[src/two_stack_cursor_text_editor_defines.svh]
// Assertion macros shared by the text editor RTL.
`ifndef TWO_STACK_CURSOR_TEXT_EDITOR_DEFINES_SVH
`define TWO_STACK_CURSOR_TEXT_EDITOR_DEFINES_SVH

// Same-cycle implication, disabled while reset is asserted.
`define TSED_ASSERT_NOW(label, clk, rst_n, ante, cons, msg) \
    label: assert property (@(posedge clk) disable iff (!rst_n) (ante) |-> (cons)) \
        else $error(msg);

// Next-cycle implication, disabled while reset is asserted.
`define TSED_ASSERT_NXT(label, clk, rst_n, ante, cons, msg) \
    label: assert property (@(posedge clk) disable iff (!rst_n) (ante) |=> (cons)) \
        else $error(msg);

`endif

[src/tsed_pkg.sv]
// Shared constants, types and state encoding of the text editor.
package tsed_pkg;

    localparam int TEXT_CAPACITY = 1024;
    localparam int WINDOW_CHARS  = 10;

    localparam int TOP_W  = $clog2(TEXT_CAPACITY + 1);
    localparam int ADDR_W = $clog2(TEXT_CAPACITY);
    localparam int WIN_W  = $clog2(WINDOW_CHARS + 1);
    localparam int DEL_W  = (TOP_W > 8) ? TOP_W : 8;

    localparam logic [TOP_W-1:0] CAP_TOP = TOP_W'(TEXT_CAPACITY);
    localparam logic [TOP_W-1:0] WIN_TOP = TOP_W'(WINDOW_CHARS);

    typedef enum logic [1:0] {
        FUNC_INSERT     = 2'd0,
        FUNC_DELETE     = 2'd1,
        FUNC_MOVE_LEFT  = 2'd2,
        FUNC_MOVE_RIGHT = 2'd3
    } t_func;

    typedef enum logic [3:0] {
        S_IDLE,
        S_INS,
        S_DEL,
        S_MV_RD,
        S_MV_WR,
        S_WIN_SET,
        S_WIN_RD,
        S_WIN_EMIT
    } t_state;

    // Commands from the controller to the datapath; at most one per cycle.
    typedef struct packed {
        logic load_item;
        logic do_insert;
        logic do_delete;
        logic mv_read;
        logic mv_write;
        logic win_init;
        logic win_read;
        logic win_emit;
        logic emit_empty;
    } t_dp_cmd;

    // Status from the datapath to the controller.
    typedef struct packed {
        logic out_free;
        logic mv_done;
        logic win_empty;
        logic win_last;
    } t_dp_sts;

endpackage

[src/tsed_ctrl.sv]
// Controller: state machine that sequences each item through the datapath.
module tsed_ctrl import tsed_pkg::*; (
    input  logic       i_clk,
    input  logic       i_rst_n,
    input  logic       i_in_valid,
    input  logic [1:0] i_func,
    output logic       o_in_stall,
    input  t_dp_sts    i_sts,
    output t_dp_cmd    o_cmd
);

    t_state r_state;
    t_state n_state;

    // State register.
    always_ff @(posedge i_clk) begin
        if (!i_rst_n) begin
            r_state <= S_IDLE;
        end else begin
            r_state <= n_state;
        end
    end

    // Next state and commands.
    always_comb begin
        n_state    = r_state;
        o_cmd      = '0;
        o_in_stall = (r_state != S_IDLE) || !i_sts.out_free;
        case (r_state)
            S_IDLE: begin
                if (i_in_valid && !o_in_stall) begin
                    o_cmd.load_item = 1'b1;
                    case (t_func'(i_func))
                        FUNC_INSERT: n_state = S_INS;
                        FUNC_DELETE: n_state = S_DEL;
                        default:     n_state = S_MV_RD;
                    endcase
                end
            end
            S_INS: begin
                if (i_sts.out_free) begin
                    o_cmd.do_insert = 1'b1;
                    n_state         = S_IDLE;
                end
            end
            S_DEL: begin
                if (i_sts.out_free) begin
                    o_cmd.do_delete = 1'b1;
                    n_state         = S_IDLE;
                end
            end
            S_MV_RD: begin
                if (i_sts.mv_done) begin
                    n_state = S_WIN_SET;
                end else begin
                    o_cmd.mv_read = 1'b1;
                    n_state       = S_MV_WR;
                end
            end
            S_MV_WR: begin
                o_cmd.mv_write = 1'b1;
                n_state        = S_MV_RD;
            end
            S_WIN_SET: begin
                if (i_sts.win_empty) begin
                    if (i_sts.out_free) begin
                        o_cmd.emit_empty = 1'b1;
                        n_state          = S_IDLE;
                    end
                end else begin
                    o_cmd.win_init = 1'b1;
                    n_state        = S_WIN_RD;
                end
            end
            S_WIN_RD: begin
                o_cmd.win_read = 1'b1;
                n_state        = S_WIN_EMIT;
            end
            S_WIN_EMIT: begin
                if (i_sts.out_free) begin
                    o_cmd.win_emit = 1'b1;
                    n_state        = i_sts.win_last ? S_IDLE : S_WIN_RD;
                end
            end
            default: begin
                n_state = S_IDLE;
            end
        endcase
    end

endmodule

[config.mk]
export PLATFORM = sky130hd
export DESIGN_NAME = tsed_ctrl
export DESIGN_NICKNAME = d
export VERILOG_FILES = /design/src/two_stack_cursor_text_editor_defines.svh /design/src/tsed_pkg.sv /design/src/tsed_ctrl.sv
export SDC_FILE = /design/constraint.sdc
export NUM_CORES = 1
export LEC_CHECK = 0
export BUFFER_PORTS_ARGS = -buffer_cell sky130_fd_sc_hd__clkbuf_2
export CORE_AREA = 2 2 39 41
export CTS_CLUSTER_DIAMETER = 50
export DETAILED_ROUTE_END_ITERATION = 8
export DIE_AREA = 0 0 41 43
export PLACE_DENSITY = 0.57
export SLEW_MARGIN = 15
export SYNTH_ARGS = -nofsm -noshare
export SYNTH_HDL_FRONTEND = slang
export SYNTH_SLANG_ARGS = --single-unit
[constraint.sdc]
create_clock -name i_clk -period 1.67 [get_ports i_clk]
set_clock_uncertainty 0.1 [all_clocks]
set_input_delay 0 -clock i_clk [delete_from_list [all_inputs] [get_ports i_clk]]
set_output_delay 0 -clock i_clk [all_outputs]
set_load 0.03 [all_outputs]
==> impl_metrics.py, run 1 <==
metrics = {
    "run_status": {
        "status": "finished, final reports clean",
    },
    "power_and_ir_drop": {
        "pwr-share-seq_pct": 38.5,
        "leakage_uw": 0.000207,
        "p_int_uw": 203,
        "p_switching_uw": 69.8,
        "vdd_drop_max_mv": 0.401,
        "power_frac_clock_pct": 43.2,
        "p_per_area_nw_per_um2": 506,
        "switching_share_pct": 25.6,
        "p_comb_share_pct": 18.3,
    },
    "worst_setup_path": {
        "rrSetupSlack_ns": 0.19,
        "cp-startpoint": "r_state[1]",
        "cp_data_arrival_time_ns": 1.48,
        "critPathCapture": "o_cmd[6]",
        "r2r-start": "r_state[1]",
        "startpoint_type": "flop",
        "crit_fanout": 13,
        "end_kind": "primary output",
        "worstSetupPathType": "reg2out",
        "reg2reg_to": "r_state[1]",
        "worstPathRequired_ns": 1.57,
        "ff2ff_path_depth": 4,
    },
    "drt": {
        "dr.pass1.iters": 4,
        "dr_total_vias": 439,
        "ant_nets": 0,
        "first_iter_violations": 11,
        "wirelength_um": 963,
        "post_drt_wl_per_cell_um": 10.7,
        "vias_per_cell": 4.88,
        "drc": 0,
    },
    "timing": {
        "finalSetupViolCount": 0,
        "min_period_over_period_pct": 94.9,
        "finalSetupTns_ns": 0,
        "clock.fmax_mhz": 631,
        "hold_viol": 0,
        "rsz0062_at_grt": "false",
        "finalMaxSlewViolations": 0,
        "hold_slack_ns": 0.0818,
        "min_period_ns": 1.58,
    },
    "logic_synthesis": {
        "synth.yosys.warnings": 0,
        "synth-seq-area-share_pct": 18.7,
        "synthTopCellsByCount": "nor2_1, dfxtp_1, nand2_1, nand2b_1",
        "synth_seq_cells": 4,
        "synth.largest_area_cell": "dfxtp_1",
        "syn_nets": 65,
        "ys_types": 28,
        "yosys-top-cells-area": "dfxtp_1, a2111oi_4, nor2_1",
        "async_reset_ff_share_pct": 0,
        "synth_area_per_cell_um2": 7.64,
        "synth_area_um2": 428,
        "synth_most_common_cell": "nor2_1",
        "synthFlopType": "dfxtp_1",
        "synth_cells": 56,
        "yosysTopAreaCellShare_pct": 18.7,
        "synth-edff-count": 0,
    },
    "clocking": {
        "cts-root-buf": "clkbuf_4",
        "cts_setup_buffers": 0,
        "cts_buffers": 3,
        "clkTransAtPathRegs_ns": 0.04,
        "clk_latency_ns": 0.23,
        "htreeDepth": 1,
        "clock-sinks": 4,
        "cts_tree": "built",
        "clk_path_buf_depth": 2,
    },
    "die": {
        "die_w_um": 41,
        "core-area_um2": 1380,
        "core.rowCount": 14,
        "dieArea_um2": 1760,
        "die_h_um": 43,
        "start_util_pct": 30.9,
        "io-pin-count": 19,
    },
    "final_layout": {
        "top_register": "r_state",
        "n_antenna_cell": 0,
        "stdcell_area_um2": 539,
        "area_delta_synth_final_pct": 26.0,
        "largest_reg_flops": 4,
        "utilization_pct": 39.0,
        "reg.largest.list": "r_state x4",
        "layout-drive-gt1-share_pct": 36.5,
        "layout.nets": 85,
    },
    "placement": {
        "postPlaceCellArea_um2": 504,
        "portBuffers": 18,
        "routabilityCongestion": 0.691,
        "place_hpwl_um": 732,
    },
    "worst_hold_path": {
        "hp-class": "in2reg",
        "hold_depth": 4,
    },
    "grt": {
        "antenna_found_initial": 0,
        "grt_max_degree": 14,
        "grt.total_usage_pct": 12.0,
        "grt_overflow": 0,
        "grt_pass1_vias": 359,
        "grt_pass1_wl_mm": 1.51,
    },
    "flow_run": {
        "maxCapViolCount": 0,
    },
}
[power groups by stage]
stage	logic [µW]	registers, µW	clock network [µW]
after floorplan	37.8	101	0
after global placement	48.3	106	0
after detailed placement	48.2	106	0
after CTS	50.2	104	127
after global routing	54.3	105	137
final	50.0	105	118
[metal layers]
layer | vias up | global-route usage, % | routed length (µm)
met3 | 0 | 1.57 | 59
met5 | - | 0 | 0
met1 | 187 | 19.3 | 494
met2 | 15 | 15.0 | 409
met4 | 0 | 6.00 | 0
li1 | 237 | - | -
[worst max-delay path, cell delays in order (launching register included)]
cell and delay [ns]:
dfxtp_1 0.62, or2b_1 0.31, nor2_1 0.11, clkbuf_2 0.21
[area by class of cell]
type,count,area [µm²]
flip-flops and latches,4,82.6
well taps,16,20.0
inverters,2,7.51
clock buffers,3,22.5
repair buffers,20,108
multi-input cells,45,299
fillers,152,845
[cells by family after synthesis]
| logic type | synth area share, % |
|---|---|
| flops | 18.7 |
| simple gates | 39.5 |
| compound gates | 24.9 |
| buf+inv | 11.4 |
| mux | 4.68 |
| other cells | 0.876 |
[placed cells by master, fill, tap and decap left out, types with 2 or more instances in the layout]
cell and instances:
dfxtp_1 2, nor4_1 3, clkbuf_2 18, o21ai_1 3, mux2i_1 2, a311oi_1 2, nor3_1 3, nand2b_1 4
inv_1 2, dfxtp_2 2, nand3_1 2, nor2_1 7, nand2_1 4, clkbuf_4 3, or2b_1 2
[how the worst min path moves through the flow]
stage                         start          to  slack, ns
after floorplan            i_sts[2]    o_cmd[5]       0.01
after global placement     i_sts[2]    o_cmd[5]       0.20
after detailed placement   i_sts[2]    o_cmd[5]       0.21
after CTS                 i_func[0]  r_state[0]       0.07
after global routing      i_func[0]  r_state[0]       0.10
final                     i_func[0]  r_state[0]       0.08
[what timing repair did]
item	4_1_cts	5_1_grt
setup endpoints to repair	0	3
resized for setup	0	2
hold buffers	1	0
endpoints found under the hold margin	3	0
[stage by stage]
step           worst slack (ns)  cells  total power, µW
4_1_cts                 0.00647     90              281
3_3_place_gp              0.196     86              154
3_5_place_dp              0.173     86              154
5_1_grt                 0.00332     90              297
2_1_floorplan             0.107     56              138
6_report                 0.0857     90              273
Power figures use the tool's default switching activity.
==> run 2: changes to the inputs <==
Settings changed: GPL_TIMING_DRIVEN set to 0.
==> run 2 against run 1 <==
Compared with the run above:
- sequential power decreased by 5%
- highest routed layer unchanged
- clock power about the same
- power increased by 0.87%
- first-iteration DRC count decreased by 9.1%
==> impl_metrics.py, run 2 (synthesis gave the netlist of run 1 again) <==
metrics = {
    "final_layout": {
        "reg.largest.list": "r_state x4",
        "n_antenna_cell": 0,
        "area_delta_synth_final_pct": 32.7,
        "layout.nets": 88,
        "top_register": "r_state",
        "seq_area_um2": 80.1,
        "multi_input_area_um2": 302,
        "layout-drive-gt1-share_pct": 36.4,
        "largest_reg_flops": 4,
        "layout_common_cells": "clkbuf_2, nor2_1, nand2b_1, nand2_1, dfxtp_1",
        "layout_commonest_cell": "clkbuf_2",
        "utilization_pct": 41.0,
        "fillers": 154,
    },
    "flow_run": {
        "maxCapViolCount": 0,
    },
    "worst_setup_path": {
        "worstPathRequired_ns": 1.57,
        "startpoint_type": "flop",
        "crit_slowest_cell": "dfxtp_1",
        "path_cells": "buf_4, inv_1, nor2_2, nand2_1, nor3_1, clkbuf_2",
        "worstSetupPathType": "reg2out",
        "crit_fanout": 10,
        "path_buf_inv": 3,
        "end_kind": "primary output",
        "cp_data_arrival_time_ns": 1.42,
        "critPathMaxStageDelay_ns": 0.29,
        "crit_family": "buffers and inverters",
    },
    "run_status": {
        "status": "finished, final reports clean",
    },
    "clocking": {
        "cts_buffers": 3,
        "clk_latency_ns": 0.23,
        "htreeDepth": 1,
        "clkTransAtPathRegs_ns": 0.04,
        "clk_path_buf_depth": 2,
        "cts-root-buf": "clkbuf_4",
        "cts_tree": "built",
        "clock-sinks": 4,
    },
    "timing": {
        "min_period_ns": 1.52,
        "min_period_over_period_pct": 91.2,
        "hold_viol": 0,
        "clock.fmax_mhz": 657,
        "finalMaxSlewViolations": 0,
        "finalSetupTns_ns": 0,
        "rsz0062_at_grt": "false",
        "finalSetupViolCount": 0,
    },
    "drt": {
        "ant_nets": 0,
        "wirelength_mm": 1.05,
        "dr.pass1.iters": 4,
        "drc": 0,
        "post_drt_wl_per_cell_um": 11.3,
        "vias_per_cell": 5.04,
        "first_iter_violations": 10,
        "dr_total_vias": 469,
    },
    "die": {
        "start_util_pct": 30.9,
        "dieArea_um2": 1760,
        "die_h_um": 43,
        "core-area_um2": 1380,
        "core.rowCount": 14,
        "die_w_um": 41,
        "io-pin-count": 19,
    },
    "power_and_ir_drop": {
        "power_frac_clock_pct": 42.1,
        "vdd_drop_max_mv": 0.322,
        "p_int_uw": 206,
        "pwr-share-seq_pct": 36.2,
        "switching_share_pct": 25.2,
        "p_comb_share_pct": 21.7,
        "p_switching_uw": 69.4,
        "leakage_uw": 0.000220,
        "p_per_area_nw_per_um2": 484,
        "finalPower_uw": 275,
    },
    "grt": {
        "grt.total_usage_pct": 13.5,
        "grt_max_degree": 11,
        "grt_pass1_vias": 403,
        "antenna_found_initial": 0,
        "grt_overflow": 0,
        "grt_pass1_wl_mm": 1.63,
    },
    "placement": {
        "place_hpwl_um": 789,
        "portBuffers": 17,
        "routabilityCongestion": 0.779,
    },
    "worst_hold_path": {
        "hp-class": "in2reg",
    },
}
## run 2: worst paths after layout
| path | cells past startpoint | to | slack [ns] | from |
|---|---|---|---|---|
| worst min register to register | 3 | r_state[2] | 0.65 | r_state[0] |
| worst max-delay path | 6 | o_cmd[0] | 0.15 | r_state[2] |
| worst min-delay path | 4 | r_state[0] | 0.1 | i_func[0] |
| worst max register to register | 5 | r_state[0] | 0.21 | r_state[3] |
## run 2: routing by layer
metal / track usage [%] / routed length (µm) / vias up
li1: - / - / 241
met1: 17.0 / 505 / 213
met2: 19.7 / 481 / 15
met3: 3.66 / 63 / 0
met4: 8.00 / 0 / 0
met5: 0 / 0 / -
## run 2: final cells by class
cell class	count	share of cell area, %
multi-input combinational	45	53.1
timing repair buffer	18	16.7
sequential	4	14.1
buffer	5	7.27
clock buffer	3	3.96
tap	16	3.52
inverter	2	1.32
## run 2: repair_timing
item                                   4_1_cts  5_1_grt
setup buffers                                0        0
gates resized for setup                      0        1
endpoints found under the hold margin        3        0
setup endpoints to repair                    0        1
hold buffers                                 1        0
## run 2: tightest hold or removal path: cells and delay by family
family	cells	cell delay, ns
AOI/OAI and AO/OA	2	0.24
buffers and inverters	1	0.09
and+or+nand+nor	1	0.06
## run 2: stage by stage
| stage | hold slack (ns) | setup slack, ns | instance area [µm²] | instances |
|---|---|---|---|---|
| floorplan | 0.0142 | 0.107 | 428 | 56 |
| global placement | 0.198 | 0.225 | 533 | 89 |
| detailed placement | 0.205 | 0.262 | 533 | 89 |
| CTS | 0.0945 | 0.0679 | 566 | 93 |
| global route | 0.121 | 0.0307 | 568 | 93 |
| finish | 0.0958 | 0.148 | 568 | 93 |
## run 2: power groups by stage
stage               Clock, µW  Sequential, µW  Combinational (µW)
finish                    116            99.5                59.7
floorplan                   0             101                37.8
detailed placement          0             101                57.2
global placement            0             101                56.9
global route              134            99.6                64.7
CTS                       124            99.4                59.3
==> run 3: changes to the inputs <==
Settings changed: PLACE_DENSITY 0.57 to 0.55, REMOVE_ABC_BUFFERS set to 1.
==> run 3 against run 2 <==
Compared with the run above:
- highest routed layer is now met4
- global-route usage shrank 0.27 points
- routed wire length down 3.3%
- largest power group unchanged
- sequential share of layout area rose by 1.6 points
- final area down 5.7%
- count of clock-buffer cells in the layout unchanged
==> impl_metrics.py, run 3 (synthesis gave the netlist of run 1 again) <==
metrics = {
    "run_status": {
        "status": "finished, final reports clean",
    },
    "final_layout": {
        "layout_common_cells": "clkbuf_2, nor2_1, nand2b_1, nand2_1",
        "layout_commonest_cell": "clkbuf_2",
        "stdcell_area_um2": 536,
        "top_register": "r_state",
        "multi_input_area_um2": 302,
        "largest_reg_flops": 4,
        "n_antenna_cell": 0,
        "reg.largest.list": "r_state x4",
        "seq_area_um2": 83.8,
        "area_delta_synth_final_pct": 25.1,
        "fillers": 147,
        "layout-drive-gt1-share_pct": 38.4,
        "layout.nets": 84,
    },
    "drt": {
        "drc": 0,
        "ant_nets": 0,
        "post_drt_wl_per_cell_um": 11.4,
        "wirelength_mm": 1.02,
        "first_iter_violations": 2,
        "vias_per_cell": 5.07,
        "dr.pass1.iters": 2,
        "dr_total_vias": 451,
    },
    "timing": {
        "finalSetupViolCount": 0,
        "min_period_ns": 1.57,
        "finalMaxSlewViolations": 0,
        "hold_viol": 0,
        "fin_ws_ns": 0.105,
        "clock.fmax_mhz": 639,
        "min_period_over_period_pct": 93.7,
        "rsz0062_at_grt": "false",
    },
    "power_and_ir_drop": {
        "vdd_drop_max_mv": 0.287,
        "finalPower_uw": 271,
        "p_per_area_nw_per_um2": 507,
        "leakage_uw": 0.000203,
    },
    "worst_setup_path": {
        "ff2ff_path_depth": 4,
        "crit_fanout": 10,
        "path_cells": "inv_1, nor2_2, nand2_1, nor3_1, buf_2",
        "critPathMaxStageDelay_ns": 0.44,
        "worstSetupPathType": "reg2out",
        "cp_data_arrival_time_ns": 1.47,
        "worstPathRequired_ns": 1.57,
        "crit_slowest_cell": "dfxtp_2",
        "startpoint_type": "flop",
        "end_kind": "primary output",
        "path_buf_inv": 2,
        "crit_family": "simple AND/OR/NAND/NOR gates",
        "path_depth": 5,
    },
    "die": {
        "core-area_um2": 1380,
        "start_util_pct": 30.9,
        "dieArea_um2": 1760,
        "core.rowCount": 14,
        "die_w_um": 41,
        "io-pin-count": 19,
        "die_h_um": 43,
    },
    "clocking": {
        "htreeDepth": 1,
        "cts_tree": "built",
        "clk_path_buf_depth": 2,
        "clock-sinks": 4,
        "cts-root-buf": "clkbuf_4",
        "cts_setup_buffers": 0,
        "clkTransAtPathRegs_ns": 0.04,
        "cts_buffers": 3,
        "clk_latency_ns": 0.23,
    },
    "grt": {
        "grt_pass1_vias": 368,
        "grt.total_usage_pct": 13.3,
        "grt_max_degree": 14,
        "grt_overflow": 0,
        "antenna_found_initial": 0,
        "grt_pass1_wl_mm": 1.57,
    },
    "placement": {
        "routabilityCongestion": 0.705,
        "place_ws_ns": 0.0993,
        "place_hpwl_um": 754,
        "postPlaceCellArea_um2": 497,
        "portBuffers": 18,
    },
    "worst_hold_path": {
        "hp-class": "in2reg",
        "hold_depth": 4,
    },
    "flow_run": {
        "maxCapViolCount": 0,
    },
}
==> run 3: cell count changes in the layout (fill, tap and decap cells not counted) <==
cell and change:
buf_2 +1, buf_4 -2, buf_6 -2, clkbuf_1 -1
dfxtp_1 -3, dfxtp_2 +3
==> run 3: timing repair <==
action / 4_1_cts / 5_1_grt
hold buffers: 1 / 0
hold endpoints to repair: 3 / 0
resized for setup: 2 / 3
pin swaps: 0 / 0
endpoints found under the setup margin: 2 / 5
==> run 3: routing by layer <==
layer,global-route usage [%],share of wire [%],wire [µm]
met5,0,0,0
met4,8.00,1.4,14
met3,3.14,4.8,49
met2,18.8,47,478
met1,17.4,47,472
==> run 3: per-stage QoR <==
stage	hold slack [ns]	instances	TNS [ns]	util, %
4_1_cts	0.0622	89	0	38.5
5_1_grt	0.103	89	0	38.7
2_1_floorplan	0.0142	51	-0.00183	-
3_3_place_gp	0.202	85	0	35.9
3_5_place_dp	0.200	85	0	35.9
6_report	0.0677	89	0	38.7
==> run 3: worst register-to-register path: stages, from the launching register on <==
cell	delay (ns)
dfxtp_2	0.48
or2b_1	0.29
nor4_1	0.17
a311oi_1	0.09
o21ai_1	0.14
==> run 3: cell type report <==
class | count | area share [%]
Clock buffer | 3 | 4.21
Inverter | 2 | 1.40
Multi-Input combinational cell | 45 | 56.3
Sequential cell | 4 | 15.7
Tap cell | 16 | 3.74
Timing Repair Buffer | 19 | 18.7
==> run 3: power by group <==
part           internal (µW)  total (µW)  leakage, µW  switching (µW)
clock                   80.2         116    0.0000138            36.3
combinational           24.2        49.8     0.000155            25.6
sequential              98.5         105    0.0000342            6.65
==> run 3: worst paths after layout <==
path	from	to	slack, ns
worst min register to register	r_state[2]	r_state[2]	0.66
worst max register to register	r_state[1]	r_state[1]	0.32
worst max-delay path	r_state[2]	o_cmd[0]	0.10
worst min-delay path	i_func[0]	r_state[0]	0.07
